--- src/rtl/pwq_pkg.sv ---
`default_nettype none

package pwq_pkg;

  localparam int unsigned MAX_WAITERS_DEF = 16;

  localparam int unsigned ID_W     = 8;
  localparam int unsigned PRIO_W   = 8;
  localparam int unsigned STATUS_W = 2;
  localparam int unsigned COUNT_W  = 5;

  // One stored waiter: the whole word moves as a unit during a shift.
  typedef struct packed {
    logic [ID_W-1:0]   id;
    logic [PRIO_W-1:0] prio;
  } entry_t;

  typedef enum logic [STATUS_W-1:0] {
    ST_OK        = 2'd0,
    ST_FULL      = 2'd1,
    ST_NOT_FOUND = 2'd2,
    ST_DUPLICATE = 2'd3
  } status_e;

  typedef enum logic {
    OP_INSERT = 1'b0,
    OP_REMOVE = 1'b1
  } op_e;

endpackage

`default_nettype wire

--- src/rtl/priority_wait_queue.sv ---
`default_nettype none

// Priority wait queue of thread ids: lower priority value first, equal
// priorities kept in arrival order.
// Command channel: a transaction is taken at a rising edge with start high
// and busy low. operation_i selects insert (id with priority_req_i) or
// remove (id only, from any place in the queue).
// Result channel: done_o is high for exactly one cycle per transaction with
// status, head waiter, empty flag and waiter count as they stand after the
// operation. The receiver cannot hold a result off.
// The entry memory has one read and one write port: the scan issues one read
// per cycle, then each moved entry takes a read and a write, then the head
// is read for the result.
// One transaction is in flight at a time; busy stays high until done_o.
// Rejected operations (duplicate id, full queue, absent id) leave the
// queue untouched. Reset empties the queue at once; no clearing pass.
module priority_wait_queue #(
  parameter int unsigned MAX_WAITERS = pwq_pkg::MAX_WAITERS_DEF
) (
  input  wire logic                        clk_i,
  input  wire logic                        rst_ni,
  input  wire logic                        start,
  output logic                             busy,
  input  wire logic                        operation_i,
  input  wire logic [pwq_pkg::ID_W-1:0]    thread_id_i,
  input  wire logic [pwq_pkg::PRIO_W-1:0]  priority_req_i,
  output logic                             done_o,
  output logic [pwq_pkg::STATUS_W-1:0]     status_o,
  output logic [pwq_pkg::ID_W-1:0]         head_thread_id_o,
  output logic [pwq_pkg::PRIO_W-1:0]       head_priority_o,
  output logic                             queue_empty_o,
  output logic [pwq_pkg::COUNT_W-1:0]      waiter_count_o
);
  import pwq_pkg::*;

  localparam int unsigned AddrW = (MAX_WAITERS > 1) ? $clog2(MAX_WAITERS) : 1;
  localparam int unsigned CntW  = $clog2(MAX_WAITERS + 1);

  logic             mem_we;
  logic [AddrW-1:0] mem_waddr;
  entry_t           mem_wdata;
  logic             mem_re;
  logic [AddrW-1:0] mem_raddr;
  entry_t           mem_rdata;

  pwq_ctrl #(
    .MaxWaiters (MAX_WAITERS),
    .AddrW      (AddrW),
    .CntW       (CntW)
  ) u_ctrl (
    .clk_i            (clk_i),
    .rst_ni           (rst_ni),
    .start            (start),
    .busy             (busy),
    .operation_i      (operation_i),
    .thread_id_i      (thread_id_i),
    .priority_req_i   (priority_req_i),
    .done_o           (done_o),
    .status_o         (status_o),
    .head_thread_id_o (head_thread_id_o),
    .head_priority_o  (head_priority_o),
    .queue_empty_o    (queue_empty_o),
    .waiter_count_o   (waiter_count_o),
    .mem_we_o         (mem_we),
    .mem_waddr_o      (mem_waddr),
    .mem_wdata_o      (mem_wdata),
    .mem_re_o         (mem_re),
    .mem_raddr_o      (mem_raddr),
    .mem_rdata_i      (mem_rdata)
  );

  pwq_mem #(
    .Depth (MAX_WAITERS),
    .AddrW (AddrW)
  ) u_mem (
    .clk_i   (clk_i),
    .we_i    (mem_we),
    .waddr_i (mem_waddr),
    .wdata_i (mem_wdata),
    .re_i    (mem_re),
    .raddr_i (mem_raddr),
    .rdata_o (mem_rdata)
  );

endmodule

`default_nettype wire

--- src/rtl/pwq_mem.sv ---
`default_nettype none

module pwq_mem #(
  parameter int unsigned Depth = pwq_pkg::MAX_WAITERS_DEF,
  parameter int unsigned AddrW = (Depth > 1) ? $clog2(Depth) : 1
) (
  input  wire logic              clk_i,
  input  wire logic              we_i,
  input  wire logic [AddrW-1:0]  waddr_i,
  input  wire pwq_pkg::entry_t   wdata_i,
  input  wire logic              re_i,
  input  wire logic [AddrW-1:0]  raddr_i,
  output pwq_pkg::entry_t        rdata_o
);
  import pwq_pkg::*;

  entry_t mem [Depth];
  entry_t rdata_q;

  always_ff @(posedge clk_i) begin
    if (we_i) begin
      mem[waddr_i] <= wdata_i;
    end
    if (re_i) begin
      rdata_q <= mem[raddr_i];
    end
  end

  assign rdata_o = rdata_q;

endmodule

`default_nettype wire

--- src/rtl/pwq_ctrl.sv ---
`default_nettype none

module pwq_ctrl #(
  parameter int unsigned MaxWaiters = pwq_pkg::MAX_WAITERS_DEF,
  parameter int unsigned AddrW      = (MaxWaiters > 1) ? $clog2(MaxWaiters) : 1,
  parameter int unsigned CntW       = $clog2(MaxWaiters + 1)
) (
  input  wire logic                             clk_i,
  input  wire logic                             rst_ni,
  input  wire logic                             start,
  output logic                                  busy,
  input  wire logic                             operation_i,
  input  wire logic [pwq_pkg::ID_W-1:0]         thread_id_i,
  input  wire logic [pwq_pkg::PRIO_W-1:0]       priority_req_i,
  output logic                                  done_o,
  output logic [pwq_pkg::STATUS_W-1:0]          status_o,
  output logic [pwq_pkg::ID_W-1:0]              head_thread_id_o,
  output logic [pwq_pkg::PRIO_W-1:0]            head_priority_o,
  output logic                                  queue_empty_o,
  output logic [pwq_pkg::COUNT_W-1:0]           waiter_count_o,
  // memory port
  output logic                                  mem_we_o,
  output logic [AddrW-1:0]                      mem_waddr_o,
  output pwq_pkg::entry_t                       mem_wdata_o,
  output logic                                  mem_re_o,
  output logic [AddrW-1:0]                      mem_raddr_o,
  input  wire pwq_pkg::entry_t                  mem_rdata_i
);
  import pwq_pkg::*;

  localparam logic [2:0] S_IDLE     = 3'd0;
  localparam logic [2:0] S_SCAN     = 3'd1;
  localparam logic [2:0] S_SHIFT_RD = 3'd2;
  localparam logic [2:0] S_SHIFT_WR = 3'd3;
  localparam logic [2:0] S_PUT      = 3'd4;
  localparam logic [2:0] S_HEAD     = 3'd5;
  localparam logic [2:0] S_RESP     = 3'd6;

  localparam logic [CntW-1:0] CntMax = CntW'(MaxWaiters);

  logic [2:0]        state_q, state_d;
  logic [CntW-1:0]   cnt_q, cnt_d;
  logic [CntW-1:0]   ptr_q, ptr_d;
  logic [CntW-1:0]   chk_q, chk_d;
  logic [CntW-1:0]   tgt_q, tgt_d;
  logic [CntW-1:0]   fpos_q, fpos_d;
  logic [CntW-1:0]   ipos_q, ipos_d;
  logic              rvld_q, rvld_d;
  logic              found_q, found_d;
  logic              ipos_set_q, ipos_set_d;
  logic              done_q, done_d;

  op_e               op_q, op_d;
  logic [ID_W-1:0]   id_q, id_d;
  logic [PRIO_W-1:0] prio_q, prio_d;
  status_e           status_q, status_d;
  logic [ID_W-1:0]   hid_q, hid_d;
  logic [PRIO_W-1:0] hprio_q, hprio_d;
  logic              empty_q, empty_d;

  logic scan_done;

  assign scan_done = (ptr_q == cnt_q) && !rvld_q;

  always_comb begin
    state_d    = state_q;
    cnt_d      = cnt_q;
    ptr_d      = ptr_q;
    chk_d      = chk_q;
    tgt_d      = tgt_q;
    fpos_d     = fpos_q;
    ipos_d     = ipos_q;
    rvld_d     = 1'b0;
    found_d    = found_q;
    ipos_set_d = ipos_set_q;
    done_d     = 1'b0;
    op_d       = op_q;
    id_d       = id_q;
    prio_d     = prio_q;
    status_d   = status_q;
    hid_d      = hid_q;
    hprio_d    = hprio_q;
    empty_d    = empty_q;

    mem_we_o    = 1'b0;
    mem_waddr_o = ptr_q[AddrW-1:0];
    mem_wdata_o = mem_rdata_i;
    mem_re_o    = 1'b0;
    mem_raddr_o = ptr_q[AddrW-1:0];

    unique case (state_q)
      S_IDLE: begin
        if (start) begin
          op_d       = op_e'(operation_i);
          id_d       = thread_id_i;
          prio_d     = priority_req_i;
          ptr_d      = '0;
          found_d    = 1'b0;
          ipos_set_d = 1'b0;
          state_d    = S_SCAN;
        end
      end

      S_SCAN: begin
        // issue one read a cycle, check the word that returned
        if (ptr_q < cnt_q) begin
          mem_re_o = 1'b1;
          rvld_d   = 1'b1;
          chk_d    = ptr_q;
          ptr_d    = ptr_q + 1'b1;
        end
        if (rvld_q) begin
          if (!found_q && (mem_rdata_i.id == id_q)) begin
            found_d = 1'b1;
            fpos_d  = chk_q;
          end
          if (!ipos_set_q && (mem_rdata_i.prio > prio_q)) begin
            ipos_set_d = 1'b1;
            ipos_d     = chk_q;
          end
        end
        if (scan_done) begin
          if (op_q == OP_INSERT) begin
            if (found_q) begin
              status_d = ST_DUPLICATE;
              state_d  = S_HEAD;
            end else if (cnt_q == CntMax) begin
              status_d = ST_FULL;
              state_d  = S_HEAD;
            end else begin
              tgt_d   = ipos_set_q ? ipos_q : cnt_q;
              ptr_d   = cnt_q;
              state_d = S_SHIFT_RD;
            end
          end else begin
            if (!found_q) begin
              status_d = ST_NOT_FOUND;
              state_d  = S_HEAD;
            end else begin
              tgt_d   = cnt_q - 1'b1;
              ptr_d   = fpos_q;
              state_d = S_SHIFT_RD;
            end
          end
        end
      end

      S_SHIFT_RD: begin
        // ptr_q is the destination of the next move
        if (ptr_q == tgt_q) begin
          if (op_q == OP_INSERT) begin
            state_d = S_PUT;
          end else begin
            cnt_d    = cnt_q - 1'b1;
            status_d = ST_OK;
            state_d  = S_HEAD;
          end
        end else begin
          mem_re_o    = 1'b1;
          mem_raddr_o = (op_q == OP_INSERT) ? AddrW'(ptr_q - 1'b1) : AddrW'(ptr_q + 1'b1);
          state_d     = S_SHIFT_WR;
        end
      end

      S_SHIFT_WR: begin
        mem_we_o    = 1'b1;
        mem_waddr_o = ptr_q[AddrW-1:0];
        mem_wdata_o = mem_rdata_i;
        ptr_d       = (op_q == OP_INSERT) ? ptr_q - 1'b1 : ptr_q + 1'b1;
        state_d     = S_SHIFT_RD;
      end

      S_PUT: begin
        mem_we_o         = 1'b1;
        mem_waddr_o      = tgt_q[AddrW-1:0];
        mem_wdata_o.id   = id_q;
        mem_wdata_o.prio = prio_q;
        cnt_d            = cnt_q + 1'b1;
        status_d         = ST_OK;
        state_d          = S_HEAD;
      end

      S_HEAD: begin
        mem_re_o    = 1'b1;
        mem_raddr_o = '0;
        state_d     = S_RESP;
      end

      S_RESP: begin
        empty_d = (cnt_q == '0);
        hid_d   = (cnt_q == '0) ? '0 : mem_rdata_i.id;
        hprio_d = (cnt_q == '0) ? '0 : mem_rdata_i.prio;
        done_d  = 1'b1;
        state_d = S_IDLE;
      end

      default: begin
        state_d = S_IDLE;
      end
    endcase
  end

  always_ff @(posedge clk_i or negedge rst_ni) begin
    if (!rst_ni) begin
      state_q    <= S_IDLE;
      cnt_q      <= '0;
      ptr_q      <= '0;
      rvld_q     <= 1'b0;
      found_q    <= 1'b0;
      ipos_set_q <= 1'b0;
      done_q     <= 1'b0;
    end else begin
      state_q    <= state_d;
      cnt_q      <= cnt_d;
      ptr_q      <= ptr_d;
      rvld_q     <= rvld_d;
      found_q    <= found_d;
      ipos_set_q <= ipos_set_d;
      done_q     <= done_d;
    end
  end

  always_ff @(posedge clk_i) begin
    chk_q    <= chk_d;
    tgt_q    <= tgt_d;
    fpos_q   <= fpos_d;
    ipos_q   <= ipos_d;
    op_q     <= op_d;
    id_q     <= id_d;
    prio_q   <= prio_d;
    status_q <= status_d;
    hid_q    <= hid_d;
    hprio_q  <= hprio_d;
    empty_q  <= empty_d;
  end

  assign busy             = (state_q != S_IDLE);
  assign done_o           = done_q;
  assign status_o         = status_q;
  assign head_thread_id_o = hid_q;
  assign head_priority_o  = hprio_q;
  assign queue_empty_o    = empty_q;
  assign waiter_count_o   = COUNT_W'(cnt_q);

  a_cnt_bound: assert property (@(posedge clk_i) disable iff (!rst_ni)
    cnt_q <= CntMax)
    else $error("waiter count beyond capacity");

  a_cnt_step: assert property (@(posedge clk_i) disable iff (!rst_ni)
    !$stable(cnt_q) |-> (cnt_q == CntW'($past(cnt_q) + 1'b1)) ||
                        (cnt_q == CntW'($past(cnt_q) - 1'b1)))
    else $error("waiter count moved by more than one");

  a_we_state: assert property (@(posedge clk_i) disable iff (!rst_ni)
    mem_we_o |-> (state_q == S_SHIFT_WR) || (state_q == S_PUT))
    else $error("memory write outside shift or put");

  a_empty_flag: assert property (@(posedge clk_i) disable iff (!rst_ni)
    done_q |-> (empty_q == (cnt_q == '0)))
    else $error("empty flag disagrees with count");

  a_error_keeps: assert property (@(posedge clk_i) disable iff (!rst_ni)
    (done_q && (status_q != ST_OK)) |-> $stable(cnt_q))
    else $error("count changed on a rejected transaction");

endmodule

`default_nettype wire

--- config.mk ---
export PLATFORM = sky130hd
export DESIGN_NAME = priority_wait_queue
export DESIGN_NICKNAME = d
export VERILOG_FILES = /design/src/rtl/pwq_pkg.sv /design/src/rtl/priority_wait_queue.sv /design/src/rtl/pwq_mem.sv /design/src/rtl/pwq_ctrl.sv
export SDC_FILE = /design/constraint.sdc
export NUM_CORES = 1
export LEC_CHECK = 0
export BUFFER_PORTS_ARGS = -buffer_cell sky130_fd_sc_hd__buf_4
export CAP_MARGIN = 15
export CORE_UTILIZATION = 56
export DETAILED_ROUTE_END_ITERATION = 8
export PLACE_DENSITY_LB_ADDON = 0.2
export SLEW_MARGIN = 20
export SYNTH_ARGS = -nofsm -noshare
export SYNTH_HDL_FRONTEND = slang
export SYNTH_SLANG_ARGS = --single-unit
--- constraint.sdc ---
create_clock -name clk_i -period 2.8 [get_ports clk_i]
set_clock_uncertainty 0.1 [all_clocks]
set_input_delay 0 -clock clk_i [delete_from_list [all_inputs] [get_ports clk_i]]
set_output_delay 0 -clock clk_i [all_outputs]
set_load 0.05 [all_outputs]
# ---- Word level (Yosys, flattened, before mapping)
# Memory sizes are Yosys's and may differ from the RTL's. A register that Yosys moved wholly into a read port is not among the register bits.
# Cells that the tools add are included.
# Widths: inputs -> output; s select.
dict set report word_totals {
  register_bits 73
  latchBits 0
  wordCells 126
  mem_count 1
  in_bits 20
  rom_bits 0
  mem_bits_rw 256
}
# name depth word_bits rd rd_clocked_by_memory_dff write_ports line
set mem_list {}
lappend mem_list {u_mem.mem 16 16 1 1 1 pwq_mem.sv:17} ;# entry_t mem [Depth];
dict set report classes {
  div_mod_pow 0
  n_eq_ne 22
  n_shift 0
  n_mul 0
  n_addsub 4
  n_reduce_logical 25
  bitwise 0
  mux 54
  n_lt_le_gt_ge 2
}
# cell n
set ops {}
lappend ops {{$mux 5} 15}
lappend ops {{$mux 3} 7}
lappend ops {{$pmux 3 s6} 1}
lappend ops {{$mux 16} 1}
lappend ops {{$ne 2x1->1 const B} 8}
lappend ops {{$pmux 5 s3} 1}
lappend ops {{$mux 2} 7}
lappend ops {{$mux 1} 13}
lappend ops {{$mux 4} 3}
lappend ops {{$add 5x1->5 const B} 2}
lappend ops {{$eq 5x5->1} 2}
lappend ops {{$pmux 5 s2} 1}
lappend ops {{$sub 5x1->5 const B} 2}
lappend ops {{$eq 3x3->1 const B} 3}
lappend ops {{$reduce_and 3->1} 3}
lappend ops {{$reduce_bool 3->1} 3}
lappend ops {{$eq 8x8->1} 1}
lappend ops {{$gt 8x8->1} 1}
lappend ops {{$pmux 4 s2} 1}
lappend ops {{$reduce_and 2->1} 4}
lappend ops {{$reduce_and 4->1} 2}
lappend ops {{$eq 3x2->1 const B} 2}
lappend ops {{$pmux 2 s3} 1}
lappend ops {{$reduce_and 6->1} 1}
lappend ops {{other kinds (15)} 22}

# ---- Logic depth before layout (Yosys ltp)
# Gate-level depths: netlist of the first run.
dict set report depth {
  depth_word 7
  depth_mapped 11
}

# ---- Hierarchy
# From an unflattened synthesis of the first run, not the netlist that was laid out.
dict set report hier_totals {
  hier_cells 819
  hier_area_um2 14238.7
}
# module area_each_um2 cells_each n_inst
set modules_own_cells {}
lappend modules_own_cells {pwq_mem 10202.3 432 1}
lappend modules_own_cells {pwq_ctrl 4036.4 387 1}

# ---- Worst setup path before layout of the first run
# No wires, ideal clock.
dict set report synth_path {
  path_type {reg2reg}
  startpoint {register u_ctrl.cnt_q[3], in the netlist u_ctrl.waiter_count_o[3]}
  endpoint {register, netlist name u_mem.rdata_o[0]}
  period_less_slack_ns 3.202
  arrival_ns 2.708
  setup_ns 0.394
  t_required_ns 2.306
  setup_slack_ns -0.402
  path_buffers 1
  stages_incl_launch_ff 9
  cell_sequence {dfrtp_1 clkbuf_1 inv_1 ha_1 a21o_1 a21oi_1 o21a_1 inv_1 o211ai_1}
}
dict set report synth_via {
  elab_chain_len 3
}
# element line
set synth_lines {}
lappend synth_lines {{start: declaration} pwq_ctrl.sv:42} ;# logic [CntW-1:0] cnt_q, cnt_d;
lappend synth_lines {{start signal: assignment} pwq_ctrl.sv:214} ;# cnt_q <= cnt_d;
lappend synth_lines {{$lt 5x5->1} pwq_ctrl.sv:106} ;# if (ptr_q < cnt_q) begin
lappend synth_lines {{$mux 1} pwq_ctrl.sv:106}
lappend synth_lines {{$pmux 1 s3} pwq_ctrl.sv:91} ;# unique case (state_q)
lappend synth_lines {{via mem_re} priority_wait_queue.sv:42} ;# logic mem_re;
# The timed path passes the listed nets, and every way through them passes these cells.
# A chain may end at the register's enable or synchronous reset.

# ---- Final worst setup path of the first run
dict set report layout_path {
  startpoint {register u_ctrl.ptr_q[1]}
  endpoint {register, netlist name u_mem.rdata_o[12]}
}
dict set report layout_via {
  elab_chain_len 4
}
# element line
set layout_lines {}
lappend layout_lines {{start: declaration} pwq_ctrl.sv:43} ;# logic [CntW-1:0] ptr_q, ptr_d;
lappend layout_lines {{start signal: assignment} pwq_ctrl.sv:215} ;# ptr_q <= ptr_d;
lappend layout_lines {{$sub 5x1->5 or $add 5x1->5 (tied branches)} n/a}
lappend layout_lines {{$mux 4} pwq_ctrl.sv:160} ;# mem_raddr_o = (op_q == OP_INSERT) ? AddrW'(ptr_q - 1'b1) : AddrW'(ptr_q + 1'b1);
lappend layout_lines {{$mux 4} pwq_ctrl.sv:150} ;# if (ptr_q == tgt_q) begin
lappend layout_lines {{$pmux 4 s2} pwq_ctrl.sv:91}
# Parallel ways exist; a longest one is shown, timed or not.

==> results of run 1 <==
-- worst paths after layout --
check | startpoint | to | slack [ps] | cells after the start
min in group asynchronous | rst_ni | u_ctrl.ptr_q[1] | 590 | 3
max in group asynchronous | rst_ni | u_ctrl.waiter_count_o[1] | 1360 | 3
hold / removal | priority_req_i[4] | u_ctrl.prio_q[4] | 100 | 2
hold reg to reg | u_ctrl.chk_q[1] | u_ctrl.fpos_q[1] | 350 | 0
setup / recovery | u_ctrl.ptr_q[1] | u_mem.rdata_o[12] | 90 | 10
setup reg to reg | u_ctrl.ptr_q[1] | u_mem.rdata_o[12] | 90 | 10
-- cells by family after synthesis --
family | count (synthesis)
AO/OA/AOI/OAI | 223
adder cells (fa/ha/maj) | 19
flip-flops | 345
AND/OR/NAND/NOR | 244
XOR/XNOR | 24
buffers and inverters | 137
multiplexers | 65
-- sequential cells by signal, summed over array words and instances (netlist names), 8 cells and up --
| signal | cells |
|---|---|
| u_ctrl.head_priority_o | 8 |
| u_ctrl.head_thread_id_o | 8 |
| u_ctrl.id_q | 8 |
| u_ctrl.prio_q | 8 |
| u_mem.mem | 256 |
| u_mem.rdata_o | 16 |
-- stage by stage --
| stage | setup slack [ps] | power (mW) | std cells |
|---|---|---|---|
| after floorplan | -72.96 | 12.74 | 1057 |
| after global placement | 83.62 | 15.47 | 1473 |
| after detailed placement | 19.35 | 15.66 | 1473 |
| after CTS | 51.34 | 20.56 | 1560 |
| after global routing | -1.196 | 21.93 | 1567 |
| final | 85.27 | 20.98 | 1567 |
-- worst reg2reg max path, stage by stage, from the launching register on --
cell,delay (ps)
dfrtp_1,380
buf_4,170
buf_4,160
nor4_1,270
a21oi_1,120
xnor2_1,200
buf_4,180
o32ai_2,310
buf_4,330
o221ai_1,180
nand4_1,160
-- synthesized netlist by cell type, types with 9 or more instances --
cell / n
a21oi_1: 22
a221o_1: 18
a41oi_1: 16
and2_1: 50
buf_2: 14
clkbuf_1: 40
dfrtp_1: 17
edfxtp_1: 328
ha_1: 19
inv_1: 77
mux2_2: 35
mux2i_1: 17
nand2_1: 80
nand4_1: 23
nor2_1: 38
nor2b_1: 20
nor3_1: 10
o21ai_0: 67
o221ai_1: 48
xnor2_1: 15
xor2_1: 9
-- final cells by class --
class                           count  share of cell area (%)
Timing Repair Buffer              168                   8.366
Multi-Input combinational cell    575                   23.41
Sequential cell                   345                   57.47
Inverter                           77                   1.644
Tap cell                          335                   2.343
Clock inverter                     21                   1.161
Clock buffer                       46                   5.603
-- layer usage --
metal / up-vias / routed length, um / track usage [%]
met5: - / 0 / 0
met3: 88 / 3667 / 4.721
met2: 505 / 16930 / 41.88
met4: 0 / 1231 / 10.88
li1: 4323 / - / -
met1: 4637 / 15160 / 38.91
-- power groups by stage --
stage	logic (mW)	registers, mW	clock network, mW
after floorplan	4.93	7.81	0
after global placement	7.75	7.72	0
after detailed placement	7.92	7.74	0
after CTS	8.00	7.64	4.92
after global routing	9.13	7.70	5.10
final	8.48	7.65	4.85
-- repair_timing --
action	CTS	global route
hold endpoints to repair	37	0
setup endpoints to repair	1	11
hold buffers	20	0
pin swaps	0	3
resized for setup	1	12
gates cloned	0	3
buffers inserted	0	4
==> summary.txt, run 1 <==
Outcome
  • Status: finished, final reports clean

Worst setup path
  • Critical path peak fanout: 12
  • CP Cell Sequence: buf_4, buf_4, nor4_1, a21oi_1, xnor2_1, buf_4, o32ai_2, buf_4, o221ai_1, nand4_1
  • Setup crit start kind: flop
  • WP data required: about 3100 ps
  • Crit path capture type: flop
  • Cell repeated most along the worst path: buf_4
  • Worst path bufs/invs: 4
  • Worst path slowest cell: dfrtp_1
  • Arrival @ worst endpoint: just under 3000 ps
  • CP max stage delay: 380 ps
  • Crit Path Class: flop to flop
  • Family with the most delay on the worst path: buffers and inverters

Logic synthesis
  • Yosys warning total: 0
  • Syn avg cell area: around 14 um2
  • Synth area leaders: edfxtp_1, dfrtp_1, o221ai_1, mux2_2, o21ai_0
  • Complex-gate fraction of the synthesized area: 10.92%
  • Syn nets: between 1000 and 1500
  • Register area share after synthesis: between 60% and 70%
  • Synthesized area: between 0.01 and 0.015 mm2
  • Post-synthesis adder-cell area fraction: around 1.6%
  • Post-synth EDFFs: 328
  • Async set or reset register ratio after synthesis: 4.928%
  • Post-Syn Instances: approximately 1100
  • Combinational family with the most area after synthesis: compound AO/OA/AOI/OAI gates
  • Share of the synthesized area in the top cell type: around two thirds
  • Distinct cells, synth: 61
  • Yosys top cell by area: edfxtp_1
  • XOR/XNOR share of the synthesized area: 1.415%
  • Multiplexer share of the synthesized area: under 10%
  • Simple-Gate Fraction of Synth Area: approximately 8.2%
  • Main synth FF type: edfxtp_1
  • Yosys reg bits: between 300 and 400

Power
  • Switching pwr: roughly 7.5 mW
  • Internal: around 13 mW
  • VDD IR-drop max: approximately 0.87 mV
  • Switching part of the total: between 30% and 40%
  • Flop pwr share: about 37%
  • Clk pwr share: a little under a quarter
  • Logic pwr share: 40.4%
  • Pleak: 6.573 nW
  • Power per cell area: around 1200 mW/mm2

Routing
  • Post-Route WL: 36990 um
  • Post-route ant nets: 0
  • WL/cell: approximately 24 um
  • DRT Pass-1 Iters: 8
  • Vias: 9553
  • Initial drt markers: roughly 1200
  • DRC violations left: 0
  • Vias per inst: between 6 and 7

GRT
  • Largest net degree at the start of global routing: 60
  • Number of global-route vias before repair: between 8000 and 9000
  • Initial antenna violation count: 0
  • Overflow after GRT: 0
  • First-pass GRT wire length: about 53000 um
  • GR Util All Layers: between 20% and 30%

Place
  • Area post-placement: around 0.016 mm2
  • Gpl congestion: 0.9019
  • PortBufs: 45
  • Detailed placement HPWL: 22790 um

Floorplanning
  • Core area: roughly 0.026 mm2
  • Die area: roughly 0.027 mm2
  • Row cnt: between 50 and 60
  • Die height: ~160 um
  • Die X: ~160 um
  • Top Ports: 46
  • Initial Util: about 57%

Final layout
  • Filler cell count: 1806
  • Fin area: 0.01789 mm2
  • Share of layout cells above drive strength 1: between 20% and 30%
  • Most frequent cells in the layout: edfxtp_1, buf_4, nand2_1, inv_1, o21ai_0
  • Synthesis-to-layout area growth: 20.39%
  • Post-layout nets: between 1000 and 1500
  • Storage cell area: slightly above 0.01 mm2
  • Multi-input logic area: between 0.004 and 0.005 mm2
  • Commonest non-fill, non-tap cell in the layout: edfxtp_1
  • Core Util, Final: between 60% and 70%
  • Diode count: 0

Clock network
  • Bufs on Longest Clock Path: 3
  • Clk_lat worst skew: roughly 530 ps
  • Total CTS buffers: 37
  • Clock Sinks: about 350
  • Clk slew on worst S/H paths: 70 ps
  • # H-tree levels: 2
  • CTS Root Cell: clkbuf_16
  • CTS tree: done

STA
  • Crit share post-route: between 90% and 100%
  • Fmax: between 300 and 400 MHz
  • Actual slew at the worst max-slew pin: around 940 ps
  • Final hold violation count: 0
  • Max-slew violation count: 0
  • Setup TNS: 0 ps
  • Relative slew slack: approximately 37%
  • Final setup fails: 0
  • Fin crit period: roughly 2700 ps
  • Fin Hold WS: between 90 and 100 ps

Worst hold path
  • Worst hold-check path type: input port to flop

Run
  • MaxCap Viol Count: 0
No activity file was read; power rests on OpenSTA's default activity.
==> run 2: changes to the inputs <==
RECOVER_POWER = 25   (was unset)
==> run 2 against run 1 <==
Effect of this change: maximum frequency fell by 0.39%; sequential power barely moved; combinational power fell by 1%; critical path depth did not move; largest cell class unchanged; highest routed layer unchanged.
==> summary.txt, run 2 (same netlist as run 1, synthesis figures left out) <==
Outcome
  • Status: finished, final reports clean

Power
  • Power per cell area: 1176 mW/mm2 (+0.26%)
  • Pleak: 6.450 nW (-1.9%)
  • Total power: 20.88 mW (-0.47%)
  • VDD IR-drop max: 0.8626 mV (-1.4%)

Worst hold path
  • Hold path depth: 2 (unchanged)
  • Worst Hold Endpoint: u_ctrl.op_q
  • Worst hold-check path type: input port to flop
  • Hold Crit Start: operation_i

Routing
  • Vias: 9623 (+0.73%)
  • Initial drt markers: 1114 (-6.0%)
  • Vias per inst: 6.141 (+0.73%)
  • DRC violations left: 0 (unchanged)
  • WL/cell: 23.58 um (-0.10%)
  • Post-route ant nets: 0 (unchanged)
  • Post-Route WL: 36960 um (-0.10%)
  • DRT Pass-1 Iters: 6 (-2)

Place
  • Gpl congestion: 0.9019 (unchanged)
  • PortBufs: 45 (unchanged)
  • Detailed placement HPWL: 22790 um (unchanged)

Final layout
  • Most frequent cells in the layout: edfxtp_1, buf_4, nand2_1, inv_1, o21ai_0
  • Synthesis-to-layout area growth: 19.50%
  • Max FFs per register: 256 (unchanged)
  • Post-layout nets: 1243 (unchanged)
  • Core Util, Final: 68.14% (-0.50 points)
  • Commonest non-fill, non-tap cell in the layout: edfxtp_1
  • Diode count: 0 (unchanged)
  • Filler cell count: 1839 (+1.8%)
  • Share of layout cells above drive strength 1: 20.29% (-2.8 points)
  • Reg with most FFs: u_mem.mem

Worst setup path
  • Critical path peak fanout: 12 (unchanged)
  • Slack of the worst reg-to-reg path: 70 ps (about the same)
  • Family with the most delay on the worst path: buffers and inverters
  • WP data required: 3070 ps (about the same)
  • Crit path capture type: flop
  • CP Cell Sequence: buf_4, buf_4, nor4_1, a21oi_1, xnor2_1, buf_4, o32ai_2, buf_4, o221ai_1, nand4_1
  • Worst path bufs/invs: 4 (unchanged)
  • Crit Path Class: flop to flop
  • FF-to-FF Start: u_ctrl.ptr_q[1]
  • Cell repeated most along the worst path: buf_4
  • R2R depth: 10 (unchanged)
  • R2r endpoint: u_mem.rdata_o[12]
  • Worst path slowest cell: dfrtp_1
  • CP max stage delay: 380 ps (about the same)
  • Setup crit start kind: flop
  • Arrival @ worst endpoint: 2990 ps (about the same)

STA
  • Final hold violation count: 0 (unchanged)
  • Max-slew violation count: 0 (unchanged)
  • Final setup fails: 0 (unchanged)
  • Fin Hold WS: 113.3 ps (+15.08 ps)
  • Actual slew at the worst max-slew pin: 1287 ps (+350.4 ps)
  • Crit share post-route: 97.34% (+0.38 points)
  • Fin crit period: 2725 ps (+10.73 ps)
  • Fmax: 366.9 MHz (-0.39%)
  • Relative slew slack: 14.15% (-23 points)
  • Setup TNS: 0 ps (unchanged)

GRT
  • Overflow after GRT: 0 (unchanged)
  • GR Util All Layers: 27.32% (unchanged)
  • Largest net degree at the start of global routing: 60 (unchanged)
  • Initial antenna violation count: 0 (unchanged)
  • First-pass GRT wire length: 53470 um (unchanged)
  • Number of global-route vias before repair: 8983 (unchanged)

Floorplanning
  • Top Ports: 46 (unchanged)
  • Core area: 0.02606 mm2 (unchanged)
  • Die X: 164.9 um (unchanged)
  • Initial Util: 57.02% (unchanged)
  • Die area: 0.02719 mm2 (unchanged)
  • Row cnt: 59 (unchanged)
  • Die height: 164.9 um (unchanged)

Clock network
  • CTS Root Cell: clkbuf_16
  • Clk slew on worst S/H paths: 70 ps (about the same)
  • Clk_lat worst skew: 530 ps (about the same)
  • CTS tree: done
  • Total CTS buffers: 37 (unchanged)
  • Bufs on Longest Clock Path: 3 (unchanged)
  • # H-tree levels: 2 (unchanged)
  • Clock Sinks: 345 (unchanged)

Run
  • MaxCap Viol Count: 0 (unchanged)
==> run 2: how the worst max path moves through the flow <==
stage                              from                end  slack (ps)  cells after the start
2_1_floorplan  u_ctrl.waiter_count_o[3]   u_mem.rdata_o[0]         -70                      8
3_3_place_gp            u_ctrl.ptr_q[0]  u_mem.rdata_o[15]          80                     10
3_5_place_dp            u_ctrl.ptr_q[0]  u_mem.rdata_o[11]          20                     10
4_1_cts               u_ctrl.state_q[1]  u_mem.rdata_o[11]          50                      9
5_1_grt                 u_ctrl.ptr_q[0]   u_mem.rdata_o[7]          -2                     10
6_report                u_ctrl.ptr_q[1]  u_mem.rdata_o[12]          70                     10
==> run 2: per-stage QoR <==
stage | cell area (um2) | setup WS (ps) | std cells
2_1_floorplan | 14910 | -72.96 | 1057
3_3_place_gp | 16300 | 83.62 | 1473
4_1_cts | 17720 | 51.34 | 1560
3_5_place_dp | 16300 | 19.35 | 1473
5_1_grt | 17760 | -2.160 | 1567
6_report | 17760 | 74.55 | 1567
==> run 2: area by class of cell <==
cell class	instances	area [um2]	area share, %
Clock inverter	21	207.7	1.170
Tap cell	335	419.2	2.361
Sequential cell	345	10280	57.88
Multi-Input combinational cell	575	4182	23.55
Clock buffer	46	1002	5.644
Inverter	77	294.0	1.656
Timing Repair Buffer	168	1374	7.737
==> run 2: timing repair <==
action | in CTS | in global routing
pin swaps | 0 | 3
gates cloned | 0 | 3
buffers inserted | 0 | 4
hold endpoints to repair | 37 | 0
resized for setup | 1 | 12
endpoints found under the setup margin | 1 | 11
hold buffers | 20 | 0
==> run 2: metal layers <==
metal,GRT usage [%],wire length (um),up-vias
met5,0,0,-
met4,10.88,1181,0
met3,4.721,3337,80
met1,38.91,15590,4718
li1,-,-,4326
met2,41.88,16840,499
==> run 2: where the power goes <==
part / switching (mW) / internal, mW / leakage, nW
Combinational: 5.21 / 3.17 / 2.67
Sequential: 0.402 / 7.25 / 3.19
Clock: 1.94 / 2.91 / 0.586
